--- src/hw/rtl/slesc_pkg.sv ---
package slesc_pkg;

  typedef enum logic [1:0] {
    CMD_SET_TARGET = 2'd0,
    CMD_SET_NOW    = 2'd1,
    CMD_TICK       = 2'd2
  } cmd_t;

  localparam logic [2:0] REG_PULSE_MIN      = 3'd0;
  localparam logic [2:0] REG_PULSE_MAX      = 3'd1;
  localparam logic [2:0] REG_PULSE_CENTER   = 3'd2;
  localparam logic [2:0] REG_STEP_SIZE      = 3'd3;
  localparam logic [2:0] REG_SNAP_THRESHOLD = 3'd4;
  localparam logic [2:0] REG_TIMEOUT_TICKS  = 3'd5;

  localparam logic [14:0] PULSE_MIN_RST      = 15'd1100;
  localparam logic [14:0] PULSE_MAX_RST      = 15'd1900;
  localparam logic [14:0] PULSE_CENTER_RST   = 15'd1500;
  localparam logic [9:0]  STEP_SIZE_RST      = 10'd10;
  localparam logic [12:0] SNAP_THRESHOLD_RST = 13'd50;
  localparam logic [15:0] TIMEOUT_TICKS_RST  = 16'd300;

  localparam logic signed [12:0] MAG_LIMIT = 13'sd1000;

  // floor(p/2000): offset by 2000*16384 to stay positive, drop 4 bits (2000 = 16*125),
  // then divide by 125 as a multiply by ceil(2^29/125) and a shift of 29.
  localparam logic signed [26:0] DIV_OFFSET = 27'sd32768000;
  localparam logic [22:0]        RECIP_125  = 23'd4294968;
  localparam int                 RECIP_SHIFT = 29;
  localparam logic signed [17:0] QUOT_BIAS  = 18'sd16384;

  function automatic logic signed [10:0] clamp_mag(input logic signed [12:0] m);
    logic signed [12:0] r;
    begin
      if (m > MAG_LIMIT) begin
        r = MAG_LIMIT;
      end else if (m < -MAG_LIMIT) begin
        r = -MAG_LIMIT;
      end else begin
        r = m;
      end
      return r[10:0];
    end
  endfunction

endpackage

--- src/hw/rtl/slew_limited_esc_pulse_channel_unit.sv ---
// Slew-limited thruster pulse channel.
// Input channel (in_valid/in_stall): cmd and target_magnitude. cmd 0 stores a
// target, cmd 1 sets the magnitude at once, cmd 2 is a tick that runs the
// watchdog and moves the magnitude a step toward the target or snaps onto it.
// Output channel (out_valid/out_stall): one item per input item, in order,
// carrying pulse_width, magnitude_now and timed_out.
// Config port: cfg_write_en, cfg_index, cfg_data; write only while idle.
// Items pass v1, v2, v3 and the output register to out_valid. Throughput: one
// item per cycle while out_stall is low. Magnitude state updates in the accept
// cycle; the pulse mapping runs in three stages behind it (product, reciprocal
// multiply, offset and clamp). A stalled output holds its item; stall backs up
// the stages and reaches in_stall only when every stage is full.
// Reset: synchronous, clears the pipeline, magnitudes, watchdog, and loads the
// default config; pulse width starts at 1500 us.
module slew_limited_esc_pulse_channel_unit
  import slesc_pkg::*;
(
  input  logic               clk,
  input  logic               rst,
  input  logic               in_valid,
  output logic               in_stall,
  input  logic [1:0]         cmd,
  input  logic signed [12:0] target_magnitude,
  output logic               out_valid,
  input  logic               out_stall,
  output logic [14:0]        pulse_width,
  output logic signed [10:0] magnitude_now,
  output logic               timed_out,
  input  logic               cfg_write_en,
  input  logic [2:0]         cfg_index,
  input  logic [15:0]        cfg_data
);

  logic [14:0] pulse_min;
  logic [14:0] pulse_max;
  logic [14:0] pulse_center;
  logic [9:0]  step_size;
  logic [12:0] snap_threshold;
  logic [15:0] timeout_ticks;

  logic signed [12:0] target;
  logic signed [12:0] current;
  logic [15:0]        idle_ticks;
  logic               armed;
  logic [14:0]        pulse_value;

  logic signed [12:0] target_next;
  logic signed [12:0] current_next;
  logic [15:0]        idle_ticks_next;
  logic               armed_next;
  logic               fire;
  logic               recompute;

  logic [15:0]        idle_inc;
  logic signed [12:0] tgt_eff;
  logic signed [13:0] gap;
  logic [13:0]        agap;
  logic signed [13:0] cur_up;
  logic signed [13:0] cur_dn;

  logic               v1, rc1, to1;
  logic signed [10:0] mag1;
  logic               v2, rc2, to2;
  logic signed [10:0] mag2;
  logic signed [26:0] prod2;
  logic               v3, rc3, to3;
  logic signed [10:0] mag3;
  logic [44:0]        qp3;

  logic rdy1, rdy2, rdy3, rdy4, accept;

  logic signed [15:0] span;
  logic signed [26:0] shifted;
  logic [21:0]        div_in;
  logic [15:0]        quot;
  logic signed [17:0] p_raw;
  logic [14:0]        p_map;
  logic [14:0]        pulse_sel;

  assign rdy4     = !out_valid || !out_stall;
  assign rdy3     = !v3 || rdy4;
  assign rdy2     = !v2 || rdy3;
  assign rdy1     = !v1 || rdy2;
  assign in_stall = !rdy1;
  assign accept   = in_valid && rdy1;

  always_ff @(posedge clk) begin
    if (rst) begin
      pulse_min      <= PULSE_MIN_RST;
      pulse_max      <= PULSE_MAX_RST;
      pulse_center   <= PULSE_CENTER_RST;
      step_size      <= STEP_SIZE_RST;
      snap_threshold <= SNAP_THRESHOLD_RST;
      timeout_ticks  <= TIMEOUT_TICKS_RST;
    end else if (cfg_write_en) begin
      unique case (cfg_index)
        REG_PULSE_MIN:      pulse_min      <= cfg_data[14:0];
        REG_PULSE_MAX:      pulse_max      <= cfg_data[14:0];
        REG_PULSE_CENTER:   pulse_center   <= cfg_data[14:0];
        REG_STEP_SIZE:      step_size      <= cfg_data[9:0];
        REG_SNAP_THRESHOLD: snap_threshold <= cfg_data[12:0];
        REG_TIMEOUT_TICKS:  timeout_ticks  <= cfg_data;
        default: ;
      endcase
    end
  end

  // per-item state update
  always_comb begin
    target_next     = target;
    current_next    = current;
    idle_ticks_next = idle_ticks;
    armed_next      = armed;
    fire            = 1'b0;
    recompute       = 1'b0;
    idle_inc        = (idle_ticks == 16'hFFFF) ? idle_ticks : idle_ticks + 16'd1;
    if (cmd == CMD_TICK && armed && idle_inc > timeout_ticks) begin
      fire = 1'b1;
    end
    tgt_eff = fire ? 13'sd0 : target;
    gap     = {tgt_eff[12], tgt_eff} - {current[12], current};
    agap    = gap[13] ? 14'(-gap) : 14'(gap);
    cur_up  = {current[12], current} + $signed({4'b0, step_size});
    cur_dn  = {current[12], current} - $signed({4'b0, step_size});
    unique case (cmd)
      CMD_SET_TARGET: begin
        target_next     = target_magnitude;
        idle_ticks_next = '0;
        armed_next      = 1'b1;
      end
      CMD_SET_NOW: begin
        current_next    = target_magnitude;
        idle_ticks_next = '0;
        armed_next      = 1'b1;
        recompute       = 1'b1;
      end
      CMD_TICK: begin
        if (armed) begin
          idle_ticks_next = fire ? 16'd0 : idle_inc;
        end
        target_next = tgt_eff;
        if (gap != 14'sd0) begin
          recompute = 1'b1;
          if (agap > {1'b0, snap_threshold}) begin
            if (agap <= {4'b0, step_size}) begin
              current_next = tgt_eff;
            end else if (!gap[13]) begin
              current_next = cur_up[12:0];
            end else begin
              current_next = cur_dn[12:0];
            end
          end else begin
            current_next = tgt_eff;
          end
        end
      end
      default: ;
    endcase
  end

  always_ff @(posedge clk) begin
    if (rst) begin
      target     <= '0;
      current    <= '0;
      idle_ticks <= '0;
      armed      <= 1'b0;
    end else if (accept) begin
      target     <= target_next;
      current    <= current_next;
      idle_ticks <= idle_ticks_next;
      armed      <= armed_next;
    end
  end

  // pulse mapping pipeline
  assign span    = $signed({1'b0, pulse_max}) - $signed({1'b0, pulse_min});
  assign shifted = prod2 + DIV_OFFSET;
  assign div_in  = shifted[25:4];
  assign quot    = qp3[44:RECIP_SHIFT];
  assign p_raw   = $signed({2'b0, quot}) - QUOT_BIAS + $signed({3'b0, pulse_center});

  always_comb begin
    if (p_raw > $signed({3'b0, pulse_max})) begin
      p_map = pulse_max;
    end else if (p_raw < $signed({3'b0, pulse_min})) begin
      p_map = pulse_min;
    end else begin
      p_map = p_raw[14:0];
    end
    pulse_sel = rc3 ? p_map : pulse_value;
  end

  always_ff @(posedge clk) begin
    if (rst) begin
      v1          <= 1'b0;
      v2          <= 1'b0;
      v3          <= 1'b0;
      out_valid   <= 1'b0;
      pulse_value <= PULSE_CENTER_RST;
    end else begin
      if (rdy1) begin
        v1 <= accept;
      end
      if (rdy2) begin
        v2 <= v1;
      end
      if (rdy3) begin
        v3 <= v2;
      end
      if (rdy4) begin
        out_valid <= v3;
        if (v3) begin
          pulse_value <= pulse_sel;
        end
      end
    end
  end

  always_ff @(posedge clk) begin
    if (accept) begin
      rc1  <= recompute;
      to1  <= fire;
      mag1 <= clamp_mag(current_next);
    end
    if (rdy2) begin
      rc2   <= rc1;
      to2   <= to1;
      mag2  <= mag1;
      prod2 <= 27'(mag1) * 27'(span);
    end
    if (rdy3) begin
      rc3  <= rc2;
      to3  <= to2;
      mag3 <= mag2;
      qp3  <= {23'b0, div_in} * {22'b0, RECIP_125};
    end
    if (rdy4 && v3) begin
      pulse_width   <= pulse_sel;
      magnitude_now <= mag3;
      timed_out     <= to3;
    end
  end

  a_mag_range: assert property (@(posedge clk) disable iff (rst)
    out_valid |-> (magnitude_now <= 11'sd1000 && magnitude_now >= -11'sd1000))
    else $error("magnitude_now out of range");

  a_arm_on_set: assert property (@(posedge clk) disable iff (rst)
    (accept && (cmd == CMD_SET_TARGET || cmd == CMD_SET_NOW)) |=>
      (armed && idle_ticks == 16'd0))
    else $error("set command did not arm watchdog");

  a_idle_unarmed: assert property (@(posedge clk) disable iff (rst)
    !armed |-> idle_ticks == 16'd0)
    else $error("idle count moved while unarmed");

  a_no_stall_empty: assert property (@(posedge clk) disable iff (rst)
    (!out_valid && !v1 && !v2 && !v3) |-> !in_stall)
    else $error("input stalled with empty pipeline");

  a_fire_clears: assert property (@(posedge clk) disable iff (rst)
    (accept && fire) |=> (target == 13'sd0 && idle_ticks == 16'd0))
    else $error("watchdog fire did not clear target");

endmodule

--- config.mk ---
export PLATFORM = sky130hd
export DESIGN_NAME = slew_limited_esc_pulse_channel_unit
export DESIGN_NICKNAME = d
export VERILOG_FILES = /design/src/hw/rtl/slesc_pkg.sv /design/src/hw/rtl/slew_limited_esc_pulse_channel_unit.sv
export SDC_FILE = /design/constraint.sdc
export NUM_CORES = 2
export LEC_CHECK = 0
export BUFFER_PORTS_ARGS = -buffer_cell sky130_fd_sc_hd__buf_2
export CAP_MARGIN = 0
export CELL_PAD_IN_SITES_DETAIL_PLACEMENT = 0
export CELL_PAD_IN_SITES_GLOBAL_PLACEMENT = 2
export CORE_MARGIN = 2
export CORE_UTILIZATION = 45
export CTS_BUF_LIST = sky130_fd_sc_hd__clkbuf_4 sky130_fd_sc_hd__clkbuf_8 sky130_fd_sc_hd__clkbuf_16
export DETAILED_ROUTE_END_ITERATION = 10
export MAX_ROUTING_LAYER = met4
export PLACE_DENSITY = 0.93
export RECOVER_POWER = 50
export SLEW_MARGIN = 20
export SYNTH_ARGS = -nofsm -noshare
export SYNTH_HDL_FRONTEND = slang
export SYNTH_SLANG_ARGS = --single-unit
--- constraint.sdc ---
create_clock -name clk -period 21.5 [get_ports clk]
set_clock_uncertainty 0.05 [all_clocks]
set_input_delay 3.225 -clock clk [delete_from_list [all_inputs] [get_ports clk]]
set_output_delay 3.225 -clock clk [all_outputs]
set_load 0.01 [all_outputs]
Word-level counts from Yosys, hierarchy flattened

Index checks and enable logic that the tools add are counted.
W data, S select, Z words.

Output and inout port bits: 29
Flip-flop bits (word level): 280
Word-level logic and storage cells: 107

$mul: 2
Equal/unequal tests: 9
Reduce and logical (&&, ||, !) cells: 31
$lt $le $gt $ge: 7
Muxes and demuxes: 19
Add/sub/neg operators: 9

Operators with widths:

| kind                     | number |
|---|---|
| $mux W13                 | 5 |
| $pmux W13 S2             | 2 |
| $mux W16                 | 3 |
| $mux W15                 | 3 |
| $mul A22 B20 Y42 const B | 1 |
| $pmux W16 S2             | 1 |
| $add A26 B26 Y26 const B | 1 |
| $mul A11 B16 Y26         | 1 |
| $add A17 B16 Y18         | 1 |
| $gt A18 B16 Y1           | 1 |
| $lt A18 B16 Y1           | 1 |
| $reduce_and A2 Y1        | 9 |
| $sub A16 B15 Y17 const B | 1 |
| $add A16 B1 Y16 const B  | 1 |
| $eq A16 B16 Y1 const B   | 1 |
| $gt A16 B16 Y1           | 1 |
| $sub A15 B15 Y16         | 1 |
| $gt A14 B13 Y1           | 1 |
| $le A14 B10 Y1           | 1 |
| $mux W14                 | 1 |
| $neg A14 Y14             | 1 |
| $reduce_bool A14 Y1      | 1 |
| $sub A13 B13 Y14         | 1 |
| $add A13 B11 Y13         | 1 |
| other kinds (20)         | 36 |

Longest topological paths before layout

Depth in word-level cells: 16
Depth in mapped cells: 45

Worst setup path after synthesis

Ideal clock, no wire load.

Kind: input port to flip-flop
Start point: input port cmd[0]
End point: register mag1[3], data pin
Path slack: 11.812 ns
Data required time: 21.189 ns
Arrival: 9.377 ns
Cell stages on the path: 33
Path buffers: 6
Path through: inv_1 > ha_1 > nand2_1 > a221o_1 > a21oi_1 > clkbuf_1 > clkbuf_1 > nor2b_1 > ha_1 > nor3_2 > o31a_1 > nand2b_1 > o21ba_2 > clkbuf_1 > clkbuf_1 > nand2_1 > o21ai_0 > ha_1 > nor2b_1 > o21a_1 > o21a_1 > o21ai_0 > nand2b_1 > a21oi_1 > a21oi_1 > a211o_1 > buf_6 > a31o_1 > buf_6 > a221oi_1 > inv_1 > o211a_1 > o32a_1

Cells in the longest elaborated chain, start to end: 15
Elaborated cells between the ends (all ways): 20
Those cells by class: add/sub: 2; order compare: 4; eq/ne: 2; mux: 8; reduce/logical: 4

Ends and longest elaborated chain:

| what                                                    | RTL line                                   | text |
|---|---|---|
| start, declared                                         | slew_limited_esc_pulse_channel_unit.sv:22  | `input logic [1:0] cmd,` |
| $eq A2 B2 Y1 (*)                                        | slew_limited_esc_pulse_channel_unit.sv:117 | `if (cmd == CMD_TICK && armed && idle_inc > timeout_ticks) begin` |
| $logic_and A1 B1 Y1 (*) (2 in a row)                    | slew_limited_esc_pulse_channel_unit.sv:117 |  |
| $mux W1 (*)                                             | slew_limited_esc_pulse_channel_unit.sv:117 |  |
| via fire                                                | slew_limited_esc_pulse_channel_unit.sv:51  | `logic fire;` |
| $mux W13 (*)                                            | slew_limited_esc_pulse_channel_unit.sv:120 | `tgt_eff = fire ? 13'sd0 : target;` |
| $sub A13 B13 Y14                                        | slew_limited_esc_pulse_channel_unit.sv:121 | `gap = {tgt_eff[12], tgt_eff} - {current[12], current};` |
| $neg A14 Y14                                            | slew_limited_esc_pulse_channel_unit.sv:122 | `agap = gap[13] ? 14'(-gap) : 14'(gap);` |
| $mux W14                                                | slew_limited_esc_pulse_channel_unit.sv:122 |  |
| $le A14 B10 Y1                                          | slew_limited_esc_pulse_channel_unit.sv:145 | `if (agap <= {4'b0, step_size}) begin` |
| $mux W13                                                | slew_limited_esc_pulse_channel_unit.sv:145 |  |
| $mux W13                                                | slew_limited_esc_pulse_channel_unit.sv:144 | `if (agap > {1'b0, snap_threshold}) begin` |
| $mux W13 (*)                                            | slew_limited_esc_pulse_channel_unit.sv:142 | `if (gap != 14'sd0) begin` |
| $pmux W13 S2 (*)                                        | slew_limited_esc_pulse_channel_unit.sv:125 | `unique case (cmd)` |
| $gt A13 B11 Y1 / $lt A13 B11 Y1 (equally long branches) | slesc_pkg.sv:35, slesc_pkg.sv:37           |  |
| $reduce_or A2 Y1 (no line)                              | n/a                                        |  |
| end signal, assigned                                    | slew_limited_esc_pulse_channel_unit.sv:223 | `mag1 <= clamp_mag(current_next);` |
| end, declared                                           | slew_limited_esc_pulse_channel_unit.sv:62  | `logic signed [10:0] mag1;` |

The timed path passes the listed nets; every way through them passes the cells marked *.
A chain may end at the register's enable or synchronous reset.

Worst setup path in the final report

Start point: input port cmd[0]
End point: register mag1[3], data pin

Cells in the longest elaborated chain, start to end: 15
Elaborated cells between the ends (all ways): 20
Those cells by class: add/sub: 2; order compare: 4; eq/ne: 2; mux: 8; reduce/logical: 4

Ends and longest elaborated chain:

| what                                                    | RTL line |
|---|---|
| $eq A2 B2 Y1                                            | slew_limited_esc_pulse_channel_unit.sv:117, slew_limited_esc_pulse_channel_unit.sv:125 |
| $logic_and A1 B1 Y1 (2 in a row)                        | slew_limited_esc_pulse_channel_unit.sv:117 |
| $mux W1                                                 | slew_limited_esc_pulse_channel_unit.sv:117 |
| $mux W13                                                | slew_limited_esc_pulse_channel_unit.sv:120 |
| $sub A13 B13 Y14                                        | slew_limited_esc_pulse_channel_unit.sv:121 |
| $neg A14 Y14                                            | slew_limited_esc_pulse_channel_unit.sv:122 |
| $mux W14                                                | slew_limited_esc_pulse_channel_unit.sv:122 |
| $le A14 B10 Y1                                          | slew_limited_esc_pulse_channel_unit.sv:145 |
| $mux W13                                                | slew_limited_esc_pulse_channel_unit.sv:145 |
| $mux W13                                                | slew_limited_esc_pulse_channel_unit.sv:144 |
| $mux W13                                                | slew_limited_esc_pulse_channel_unit.sv:142 |
| $pmux W13 S2 (*)                                        | slew_limited_esc_pulse_channel_unit.sv:125 |
| $gt A13 B11 Y1 / $lt A13 B11 Y1 (equally long branches) | slesc_pkg.sv:35, slesc_pkg.sv:37 |
| $reduce_or A2 Y1 (no line)                              | n/a |

Every way passes the cells marked *; elsewhere a longest branch is shown, timed or not.

==> metrics.cfg <==
[run_status]
outcome = finished, violations left
violations = capacitance limit, slew limit

[synth]
yosys_warnings = 0
synth_compound_area_frac = 0.131
ys_ff_latch = 250
synth_top_family_by_area = adder cells
synth.largest_area_cell = fa_1
synthMuxAreaShare = 0.00834
synth_edf_count = 104
synth-async-reset-ratio = 0
synth_cell_types = 85
synth_area_um2 = 26500
synth_top_area_share = 0.195
synthesis.nets = 3569
synth.most_common_cell = inv_1
synth_cells = 2908
yosys.area_share.simple = 0.147
avgSynthCellArea_um2 = 9.13
synth_adder_area_share = 0.366
synth_ff_type = dfxtp_1
seq_area_frac_synth = 0.228
ys_top_cells_by_count = inv_1, ha_1, nand2_1, fa_1, a21oi_1
post_synth_xor_area_fraction = 0.0376
ys_top_cells_by_area = fa_1, ha_1, edfxtp_1

[timing]
rsz0062_at_grt = no
timing.final.crit_share = 0.472
worst_pin_slew_ns = 3.60
max_freq_mhz = 98.6
tns_ns = 0
finalSetupViolations = 0
max_slew_margin = -1.40
slew_violations = 244
finalCriticalPeriod_ns = 10.14
finalHoldViolCount = 0

[grt]
grtUsageMet3 = 0.0264
grt_max_degree = 82
antenna_found_initial = 1
grtUsageMet1 = 0.320
grt_overflow = 0
track_usage = 0.240
busiest_layer = met2
grt_pass1_wl_um = 112000
grt_pass1_vias = 20600
use_met2 = 0.393

[cts]
cts_buffers = 29
cts_buffer_depth = 3
cts_tree = built
cts.reportedPaths.clkPinSlew_ns = 0.07
ctsRootBufferMaster = clkbuf_16
holdBufCountCts = 0
post_cts_buffers = 0
cts_resized = 0
cts_sinks = 250
htree_levels = 1
insertion_delay_ns = 0.58

[routing]
routedWlPerCell_um = 18.6
route.detailed.drc = 0
routed_wl_um = 69600
via_per_inst = 5.45
antenna_left = 0
vias = 20300
drt_iter0_markers = 1286
first_pass_iters = 5

[die]
core_area_um2 = 58700
ioPinCount = 68
die_h_um = 247
initial_core_util = 0.452
die_w_um = 247
dieArea_um2 = 61000
fp-row-count = 89

[setup_path]
worst-r2r-setup-slack_ns = 11.42
cp.arrival_ns = 10.43
end_kind = register
rr_worst_depth = 35
required_ns = 21.79
critPathMaxFanout = 22
worstSetupPathType = input port to register
cp-start-kind = input port
timing.rr.end = mag1[3]$_SDFFCE_PP1P_
r2r_start = idle_ticks[3]$_SDFFE_PP0P_

[finish]
synthToLayoutAreaGrowth_pct = 8.25
diodes = 0
fin_nets = 3597
nFillCells = 5540
register_area_um2 = 6050
drive_gt1_frac = 0.0541
multiInputGateArea_um2 = 18400

[place]
gp_congestion = 0.925
dpl.hpwl_um = 56200
port_buffers = 67

[worst_hold_path]
hp-class = register to register
worstHoldStart = mag2[8]$_DFFE_PP_
min_to = mag3[8]$_DFFE_PP_
worst_hold_path.num_cells = 0

[job]
drv_cap = 5

==> cells in the final DEF (no fill, tap or decap), drive strengths merged, types with 15 or more instances in the layout <==
cell and count:
o21a 16, nand3b 31, a21oi 163, a31oi 16, xor2 31, nand4 22
nor2b 37, xnor2 83, a21o 42, and2 76, ha 364, fa 258
dfxtp 146, a211oi 34, nand3 39, mux2i 15, clkbuf 60, nor3 48
inv 481, edfxtp 104, nand2 316, a22oi 33, nand2b 36, buf 61
and3 16, nor2 150, o21ai 80
==> layout make-up <==
type,count,share of cell area
repair buffers,89,0.0158
inverters,477,0.0623
well taps,773,0.0337
clock inverters,22,0.0113
flip-flops and latches,250,0.210
clock buffers,32,0.0269
multi-input cells,2089,0.640
==> state kept, by name, summed over array words and instances, names as in the netlist, 16 cells and up <==
| register | cells |
|---|---|
| idle_ticks | 16 |
| prod2 | 22 |
| qp3 | 16 |
| timeout_ticks | 16 |
==> how the worst max path moves through the flow <==
stage | start | to | slack [ns] | cells past startpoint
after floorplan | cmd[0] | mag1[3]$_SDFFCE_PP1P_ | 11.81 | 33
after global placement | cmd[0] | mag1[3]$_SDFFCE_PP1P_ | 10.82 | 29
after detailed placement | cmd[0] | mag1[3]$_SDFFCE_PP1P_ | 10.69 | 29
after CTS | cmd[0] | mag1[3]$_SDFFCE_PP1P_ | 11.29 | 29
after global routing | idle_ticks[3]$_SDFFE_PP0P_ | mag1[3]$_SDFFCE_PP1P_ | 10.81 | 36
final | cmd[0] | mag1[3]$_SDFFCE_PP1P_ | 11.36 | 28
==> worst max-delay path, cell delays in order <==
cell,delay (ns)
buf_2,0.11
inv_1,0.07
ha_1,0.26
nand2_1,0.21
a221o_1,0.32
a21oi_2,0.11
buf_4,0.31
nand2b_1,0.22
ha_1,0.19
inv_1,0.06
fa_1,0.43
a211oi_2,0.45
o21ai_2,0.14
a21o_1,0.25
xnor2_1,0.33
o211ai_2,0.17
o41ai_2,0.39
xor2_1,0.16
ha_1,0.33
and3_1,0.16
nand3_1,0.09
o32a_1,0.36
o31a_1,0.27
a31o_1,0.40
a221oi_1,0.66
a31oi_1,0.10
o211a_1,0.29
o32a_1,0.34
==> kinds of logic after synthesis <==
logic type	Yosys count
AO/OA/AOI/OAI	517
XOR/XNOR	114
adder cells (fa/ha/maj)	622
buffers and inverters	569
flip-flops	250
multiplexers	21
AND/OR/NAND/NOR	815
==> layer usage <==
metal  vias up  share of wire
li1       9788              -
met1      9957           0.45
met2       492           0.47
met3       100          0.049
met4         0          0.025
met5         -              0
==> through the flow <==
step / setup WS (ns) / hold slack (ns) / util / instances / instance area [um2]
6_report: 11.36 / 0.369 / 0.490 / 3732 / 28700
5_1_grt: 10.81 / 0.374 / 0.490 / 3732 / 28700
4_1_cts: 11.29 / 0.367 / 0.490 / 3732 / 28800
3_5_place_dp: 10.69 / 0.355 / 0.472 / 3678 / 27700
3_3_place_gp: 10.82 / 0.353 / 0.471 / 3678 / 27700
2_1_floorplan: 11.81 / 0.350 / - / 2908 / 26500
Power is not shown: default switching activity piles up to over one toggle a cycle in this logic, so the estimate is an artifact.
